[config.mk]
export PLATFORM = sky130hd
export DESIGN_NAME = peer_registry_table_core
export DESIGN_NICKNAME = d
export VERILOG_FILES = /design/src/hdl/prt_pkg.sv /design/src/hdl/prt_cell.sv /design/src/hdl/peer_registry_table_core.sv
export VERILOG_INCLUDE_DIRS = /design/src /design/src/hdl
export SDC_FILE = /design/constraint.sdc
export NUM_CORES = 2
export LEC_CHECK = 0
export BUFFER_PORTS_ARGS = -buffer_cell sky130_fd_sc_hd__buf_2
export CAP_MARGIN = 20
export CELL_PAD_IN_SITES_DETAIL_PLACEMENT = 1
export CELL_PAD_IN_SITES_GLOBAL_PLACEMENT = 1
export CORE_MARGIN = 3
export CORE_UTILIZATION = 39
export CTS_CLUSTER_DIAMETER = 60
export DETAILED_ROUTE_END_ITERATION = 12
export PLACE_DENSITY_LB_ADDON = 0.05
export SETUP_SLACK_MARGIN = 0.4
export SLEW_MARGIN = 20
export SYNTH_ARGS = -nofsm -noshare
export SYNTH_HDL_FRONTEND = slang
export SYNTH_SLANG_ARGS = --single-unit
[constraint.sdc]
create_clock -name clk -period 7.7 [get_ports clk]
set_input_delay 2.31 -clock clk [delete_from_list [all_inputs] [get_ports clk]]
set_output_delay 2.31 -clock clk [all_outputs]
set_load 0.02 [all_outputs]
[src/hdl/assert_macros.svh]
// assertion macros shared by the peer registry table rtl
`ifndef ASSERT_MACROS_SVH
`define ASSERT_MACROS_SVH

// property must hold at every clock edge outside reset
`define PRT_ASSERT(lbl, prop, msg) \
  lbl: assert property (@(posedge clk) disable iff (rst) (prop)) else $error(msg);

// condition must never be seen outside reset
`define PRT_ASSERT_NEVER(lbl, cond, msg) \
  lbl: assert property (@(posedge clk) disable iff (rst) !(cond)) else $error(msg);

`endif

[src/hdl/prt_pkg.sv]
// package with types and constants of the peer registry table
`default_nettype none

package prt_pkg;

  localparam int PEER_SLOTS = 16;
  localparam int CNT_W      = $clog2(PEER_SLOTS + 1);
  localparam int ADDR_W     = 32;
  localparam int PORT_W     = 16;
  localparam int SEQ_W      = 32;
  localparam int MODE_W     = 2;

  typedef enum logic [MODE_W-1:0] {
    MODE_REG   = 2'd0,
    MODE_UNREG = 2'd1,
    MODE_LIST  = 2'd2,
    MODE_BAD   = 2'd3
  } prt_mode_t;

  typedef struct packed {
    logic [ADDR_W-1:0] addr;
    logic [PORT_W-1:0] port;
    logic [SEQ_W-1:0]  seq;
  } prt_entry_t;

  // per-cell control from the sequencer
  typedef struct packed {
    logic wr_new;
    logic rotate;
    logic in_use;
  } prt_cell_ctl_t;

endpackage

`default_nettype wire

[src/hdl/prt_cell.sv]
// one slot of the registry chain: entry storage, search token and pull-down
`default_nettype none

module prt_cell
  import prt_pkg::*;
(
  input  wire logic          clk,
  input  wire logic          rst,
  input  wire prt_cell_ctl_t ctl,
  input  wire prt_entry_t    new_entry,
  input  wire prt_entry_t    nbr_entry,
  input  wire logic [SEQ_W-1:0] key,
  input  wire logic          tok_in,
  input  wire logic          found_in,
  output prt_entry_t         entry,
  output logic               tok_out,
  output logic               found_out
);

  logic match;

  assign match = ctl.in_use && (entry.seq == key);

  // token walks one slot per cycle; found marks a hit at or before this slot
  always_ff @(posedge clk) begin
    if (rst) begin
      tok_out   <= 1'b0;
      found_out <= 1'b0;
    end else begin
      tok_out   <= tok_in;
      found_out <= tok_in && (found_in || match);
    end
  end

  // rotation, or a hit at or below a slot, makes it pull its upper neighbor
  always_ff @(posedge clk) begin
    if (ctl.wr_new) begin
      entry <= new_entry;
    end else if (ctl.rotate || (tok_out && found_out)) begin
      entry <= nbr_entry;
    end
  end

endmodule

`default_nettype wire

[src/hdl/peer_registry_table_core.sv]
// top level of the peer registry table: slot chain, sequencer and output register
//
// request channel: in_valid / in_stall with mode, peer_addr, peer_port, seq_key.
// result channel: out_valid / out_stall with status, assigned_seq, entry_addr,
// entry_port, entry_seq, entry_valid, last. a word moves when valid is high and
// stall is low at a rising edge of clk.
// one request is in flight at a time; in_stall is high from acceptance until
// its last result word has been loaded into the output register.
// register and invalid requests: one result word, loaded into the output
// register from the response state.
// unregister: the search token walks the slot chain, one slot a cycle, while
// the hit slot and the slots above it pull down; then one result word.
// list: the chain rotates PEER_SLOTS times through slot 0, giving one entry
// word per used slot, then a closing word.
// a stalled receiver freezes the rotation and holds the output word steady.
// rst (synchronous, active high) empties the table and sets the next sequence
// number to one; slot contents are not cleared and are read only once written.
`default_nettype none
`include "assert_macros.svh"

module peer_registry_table_core
  import prt_pkg::*;
(
  input  wire logic              clk,
  input  wire logic              rst,
  input  wire logic              in_valid,
  output logic                   in_stall,
  input  wire logic [MODE_W-1:0] mode,
  input  wire logic [ADDR_W-1:0] peer_addr,
  input  wire logic [PORT_W-1:0] peer_port,
  input  wire logic [SEQ_W-1:0]  seq_key,
  output logic                   out_valid,
  input  wire logic              out_stall,
  output logic                   status,
  output logic [SEQ_W-1:0]       assigned_seq,
  output logic [ADDR_W-1:0]      entry_addr,
  output logic [PORT_W-1:0]      entry_port,
  output logic [SEQ_W-1:0]       entry_seq,
  output logic                   entry_valid,
  output logic                   last
);

  // one-hot sequencer states
  typedef enum logic [3:0] {
    ST_IDLE  = 4'b0001,
    ST_UNREG = 4'b0010,
    ST_LIST  = 4'b0100,
    ST_RESP  = 4'b1000
  } prt_state_t;

  prt_state_t        state;
  logic [CNT_W-1:0]  count;      // used slots
  logic [SEQ_W-1:0]  next_seq;
  logic [SEQ_W-1:0]  key;        // number to remove
  logic              tok_start;  // launches the search token into slot 0
  logic [CNT_W-1:0]  step;       // rotation step of a listing
  logic              resp_status;
  logic [SEQ_W-1:0]  resp_aseq;

  logic              accept;
  logic              out_free;
  logic              full;
  prt_entry_t        new_entry;
  prt_cell_ctl_t     cell_ctl   [PEER_SLOTS];
  prt_entry_t        cell_entry [PEER_SLOTS];
  logic              cell_tok   [PEER_SLOTS];
  logic              cell_found [PEER_SLOTS];

  // next output word
  logic              emit;
  logic              e_status;
  logic [SEQ_W-1:0]  e_aseq;
  prt_entry_t        e_entry;
  logic              e_valid;
  logic              e_last;

  assign in_stall = (state != ST_IDLE);
  assign accept   = in_valid && !in_stall;
  assign out_free = !out_valid || !out_stall;
  assign full     = (count >= CNT_W'(PEER_SLOTS));

  assign new_entry.addr = peer_addr;
  assign new_entry.port = peer_port;
  assign new_entry.seq  = next_seq;

  // slot chain: slot i hands its entry to slot i-1, slot 0 wraps to the top
  for (genvar i = 0; i < PEER_SLOTS; i++) begin : g_cell
    localparam int NB = (i + 1) % PEER_SLOTS;
    logic tok_in;
    logic found_in;

    if (i == 0) begin : g_head
      assign tok_in   = tok_start;
      assign found_in = 1'b0;
    end else begin : g_body
      assign tok_in   = cell_tok[i-1];
      assign found_in = cell_found[i-1];
    end

    assign cell_ctl[i].wr_new = accept && (mode == MODE_REG) && !full
                                && (count == CNT_W'(i));
    assign cell_ctl[i].rotate = (state == ST_LIST) && out_free;
    assign cell_ctl[i].in_use = (CNT_W'(i) < count);

    prt_cell u_cell (
      .clk       (clk),
      .rst       (rst),
      .ctl       (cell_ctl[i]),
      .new_entry (new_entry),
      .nbr_entry (cell_entry[NB]),
      .key       (key),
      .tok_in    (tok_in),
      .found_in  (found_in),
      .entry     (cell_entry[i]),
      .tok_out   (cell_tok[i]),
      .found_out (cell_found[i])
    );
  end

  // sequencer
  always_ff @(posedge clk) begin
    if (rst) begin
      state     <= ST_IDLE;
      count     <= '0;
      next_seq  <= SEQ_W'(1);
      tok_start <= 1'b0;
    end else begin
      tok_start <= 1'b0;
      case (state)
        ST_IDLE: begin
          if (accept) begin
            case (mode)
              MODE_REG: begin
                state <= ST_RESP;
                if (!full) begin
                  count    <= count + CNT_W'(1);
                  next_seq <= next_seq + SEQ_W'(1);
                end
              end
              MODE_UNREG: begin
                state     <= ST_UNREG;
                tok_start <= 1'b1;
              end
              MODE_LIST: begin
                state <= ST_LIST;
              end
              default: begin
                state <= ST_RESP;
              end
            endcase
          end
        end
        ST_UNREG: begin
          // token leaving the top slot ends the search and the pull-down
          if (cell_tok[PEER_SLOTS-1]) begin
            state <= ST_RESP;
            if (cell_found[PEER_SLOTS-1]) begin
              count <= count - CNT_W'(1);
            end
          end
        end
        ST_LIST: begin
          if (out_free && (step == CNT_W'(PEER_SLOTS - 1))) begin
            state <= ST_RESP;
          end
        end
        ST_RESP: begin
          if (out_free) begin
            state <= ST_IDLE;
          end
        end
        default: begin
          state <= ST_IDLE;
        end
      endcase
    end
  end

  // request data and pending response word
  always_ff @(posedge clk) begin
    case (state)
      ST_IDLE: begin
        step <= '0;
        if (accept) begin
          key <= seq_key;
          case (mode)
            MODE_REG: begin
              resp_status <= full;
              resp_aseq   <= full ? '0 : next_seq;
            end
            MODE_UNREG, MODE_LIST: begin
              resp_status <= 1'b0;
              resp_aseq   <= '0;
            end
            default: begin
              resp_status <= 1'b1;
              resp_aseq   <= '0;
            end
          endcase
        end
      end
      ST_UNREG: begin
        if (cell_tok[PEER_SLOTS-1]) begin
          resp_status <= !cell_found[PEER_SLOTS-1];
        end
      end
      ST_LIST: begin
        if (out_free) begin
          step <= step + CNT_W'(1);
        end
      end
      default: begin
        step <= step;
      end
    endcase
  end

  // output word select: slot 0 during a listing, pending response at the end
  always_comb begin
    emit     = 1'b0;
    e_status = 1'b0;
    e_aseq   = '0;
    e_entry  = '0;
    e_valid  = 1'b0;
    e_last   = 1'b0;
    case (state)
      ST_LIST: begin
        if (step < count) begin
          emit    = 1'b1;
          e_entry = cell_entry[0];
          e_valid = 1'b1;
        end
      end
      ST_RESP: begin
        emit     = 1'b1;
        e_status = resp_status;
        e_aseq   = resp_aseq;
        e_last   = 1'b1;
      end
      default: begin
        emit = 1'b0;
      end
    endcase
  end

  // output register
  always_ff @(posedge clk) begin
    if (rst) begin
      out_valid <= 1'b0;
    end else if (out_free) begin
      out_valid <= emit;
    end
  end

  always_ff @(posedge clk) begin
    if (out_free) begin
      status       <= e_status;
      assigned_seq <= e_aseq;
      entry_addr   <= e_entry.addr;
      entry_port   <= e_entry.port;
      entry_seq    <= e_entry.seq;
      entry_valid  <= e_valid;
      last         <= e_last;
    end
  end

  // checks
  `PRT_ASSERT(a_count_range, count <= CNT_W'(PEER_SLOTS), "used count beyond table size")
  `PRT_ASSERT(a_accept_busy, accept |=> (state != ST_IDLE), "request taken but sequencer idle")
  `PRT_ASSERT_NEVER(a_entry_last, out_valid && entry_valid && last, "listed entry marked last")
  `PRT_ASSERT(a_token_unreg, cell_tok[PEER_SLOTS-1] |-> (state == ST_UNREG), "stray search token")

endmodule

`default_nettype wire
==> impl_metrics.csv <==
group,metric,value,unit
grt,grt_pass1_wl,331700,microns
power_and_ir_drop,p_leak,26.87,nW
finish,fin_util,44.87,%
timing,period_needed,5538,ps
worst_setup_path,endpoint_kind,"register",
timing,rsz0062_at_grt,"no",
clock_tree,ctsResizeCount,0,
floorplan,io_pins,203,
timing,report.final.setup_viol,0,
logic_synthesis,ys_seq_area_share,65.09,%
clock_tree,cts-root-buf,"clkbuf_16",
power_and_ir_drop,ir_drop,0.1790,mV
outcome,status,"finished clean",
logic_synthesis,synth_top_cell_by_area,"edfxtp_1",
clock_tree,post_cts_buffers,0,
finish,drive_above_1_share,38.66,%
grt,grt-ovfl-total,0,
finish,area_growth,13.68,%
timing,slew_viol_final,0,
finish,nNetsFinal,4620,
routing,dr_wl_met2,112500,microns
finish,final_cell_mix,"edfxtp_1 (1465), mux2_2 (1177), xor2_1 (323), xnor2_1 (216), buf_2 (202)",
routing,vias,39530,
timing,max_freq,180.6,MHz
grt,grt_start_max_net_pins,81,
timing,tns,0,ps
placed_design,port_buffers,202,
routing,post_drt_wl_per_cell,33.94,microns
worst_setup_path,cp_max_fo,57,
logic_synthesis,netlist_area,0.06989,sq mm
floorplan,design.core.area,0.1771,sq mm
floorplan,num_rows,154,
routing,wl_met1,106900,microns
routing,wl,238100,microns
timing,max_slew_margin,20.26,%
logic_synthesis,yosys.cell_types.count,56,
floorplan,die_height,429.3,microns
timing,skew,28.27,ps
timing,layout_worst_path_cycle_share,71.92,%
worst_setup_path,critPathKind,"in -> reg",
worst_setup_path,worstPathArrival,6030,ps
placed_design,dpl.cell_count,6676,
grt,grt_pass1_vias,40810,
routing,first_pass_iters,5,
routing,highest_layer,"met5",
floorplan,die-area,0.1843,sq mm
power_and_ir_drop,p_per_area,242.6,mW/mm^2
finish,design_area,0.07946,sq mm
placed_design,place_area,0.07375,sq mm
logic_synthesis,ys_warn_count,0,
placed_design,gp_congestion,0.8421,
logic_synthesis,yosysTopAreaCellShare,62.94,%
worst_setup_path,worst_ep_required_time,8190,ps
clock_tree,h-tree-depth,4,
floorplan,die_w,429.3,microns
timing,tightestPinTransition,1193,ps
min_path,hold_path_class,"reg -> reg",
floorplan,start_util,39.47,%
logic_synthesis,synthArstFlopShare,0,%
logic_synthesis,syn-num-nets,4479,
timing,hold_violations,0,
flow_run,maxCapViolations,0,
logic_synthesis,synthFlopType,"edfxtp_1",
clock_tree,clk_latency,820,ps
routing,drc,0,
routing,drt_iter0_drc,3947,
logic_synthesis,synth_seq_cells,1540,
logic_synthesis,syn_inst,4378,
clock_tree,tritoncts,"built",
clock_tree,numClockSinks,1540,
clock_tree,path_clk_slew,60,ps
grt,grt_usage,25.49,%
clock_tree,numCtsBuffers,181,
routing,avgViaCountPerCell,5.635,
timing,holdWs,448.5,ps
grt,antenna_found_initial,6,
clock_tree,max-clock-path-buffers,3,
clock_tree,cts_hold_buf,0,
finish,final_common_cell,"edfxtp_1",
placed_design,dp_hpwl,146500,microns
finish,final_cells,7015,
worst_setup_path,start_kind,"input port",
routing,routed-wl-met3,11890,microns
routing,ant_nets,0,
logic_synthesis,synth_enable_flop_cells,1465,
logic_synthesis,synth.area.top_cells,"edfxtp_1 (63%), mux2_2 (19%), xor2_1 (4.0%)",
logic_synthesis,syn_area_per_cell,15.96,sq um
registers in the layout, indices dropped and copies added, names as in the netlist, 4 cells and up:
signal / count
step: 5
entry_addr: 32
g_cell.u_cell.tok_out: 16
count: 5
entry_port: 16
g_cell.u_cell.entry: 1280
key: 32
resp_aseq: 32
entry_seq: 32
state: 4
g_cell.u_cell.found_out: 16
assigned_seq: 32
next_seq: 32
logic make-up (layout without fill, tap and decap cells):
| logic type | Yosys count | count (layout) | share of synthesized area, % |
|---|---|---|---|
| compound gates | 115 | 115 | 1.022 |
| xor+xnor | 539 | 539 | 6.754 |
| fa+ha+maj | 15 | 15 | 0.2685 |
| buf+inv | 369 | 660 | 2.136 |
| flops | 1540 | 1540 | 65.09 |
| mux | 1257 | 1257 | 20.25 |
| other cells | 0 | 6 | 0 |
| simple gates | 543 | 543 | 4.479 |
layer usage:
| metal | vias up | global-route usage [%] |
|---|---|---|
| li1 | 16800 | - |
| met3 | 334 | 3.904 |
| met1 | 21220 | 35.41 |
| met2 | 1177 | 41.38 |
| met5 | - | 0.2082 |
| met4 | 4 | 7.389 |
power breakdown:
part / leakage [nW] / switching [mW] / internal [mW] / total (mW)
combinational: 9.86 / 0.971 / 0.420 / 1.39
sequential: 14.2 / 0.143 / 9.37 / 9.51
clock: 2.77 / 3.57 / 4.81 / 8.37
total: 26.9 / 4.68 / 14.6 / 19.3
path summary, 6_finish.rpt:
kind / cells past startpoint / slack [ps] / startpoint / to
max reg2reg: 6 / 2920 / state[2]$_SDFFE_PP0P_ / g_cell[4].u_cell.entry[65]$_DFFE_PP_
min: 1 / 450 / g_cell[8].u_cell.found_out$_SDFF_PP0_ / g_cell[9].u_cell.found_out$_SDFF_PP0_
min reg2reg: 1 / 450 / g_cell[8].u_cell.found_out$_SDFF_PP0_ / g_cell[9].u_cell.found_out$_SDFF_PP0_
max: 8 / 2160 / mode[0] / g_cell[4].u_cell.entry[65]$_DFFE_PP_
cell type report:
cell class              count  area [sq um]
inverters                  14         53.80
well taps                2340          2928
fillers                 16990         97620
clock inverters            80         633.1
diodes                      6         15.01
repair buffers            313          2011
multi-input cells        2469         23250
clock buffers             253          5054
flip-flops and latches   1540         45510
synthesized netlist by cell type, types with 4 or more instances:
| cell | n |
|---|---|
| buf_6 | 8 |
| edfxtp_1 | 1465 |
| and4_1 | 5 |
| and2_1 | 147 |
| o2111ai_1 | 5 |
| and3_1 | 4 |
| xnor2_1 | 216 |
| nor4_1 | 90 |
| nor2b_1 | 18 |
| a21o_1 | 4 |
| o31ai_1 | 5 |
| nand4_1 | 75 |
| nand2b_1 | 5 |
| nand2_1 | 72 |
| buf_2 | 38 |
| nor3_1 | 19 |
| mux2_1 | 79 |
| clkbuf_1 | 293 |
| inv_1 | 12 |
| dfxtp_1 | 75 |
| a211o_1 | 5 |
| nand3_1 | 41 |
| a22o_1 | 6 |
| a21oi_1 | 32 |
| o21ai_0 | 41 |
| xor2_1 | 323 |
| nor4b_1 | 4 |
| nor2_1 | 39 |
| mux2_2 | 1177 |
| buf_1 | 16 |
| or3_1 | 12 |
| ha_1 | 15 |
worst max-delay path, cell delays in order:
cell      delay (ps)
buf_2            110
inv_1             90
ha_1             230
nand2b_1         230
nor3_4           820
nand3_4          720
nand2_4          980
buf_4            390
stage by stage:
step	total power [mW]	setup slack [ps]
finish	19.28	2162
global route	19.87	2020
CTS	19.46	2244
detailed placement	11.08	1328
global placement	11.06	1401
floorplan	10.41	1852
No activity file was read; power rests on OpenSTA's default activity.
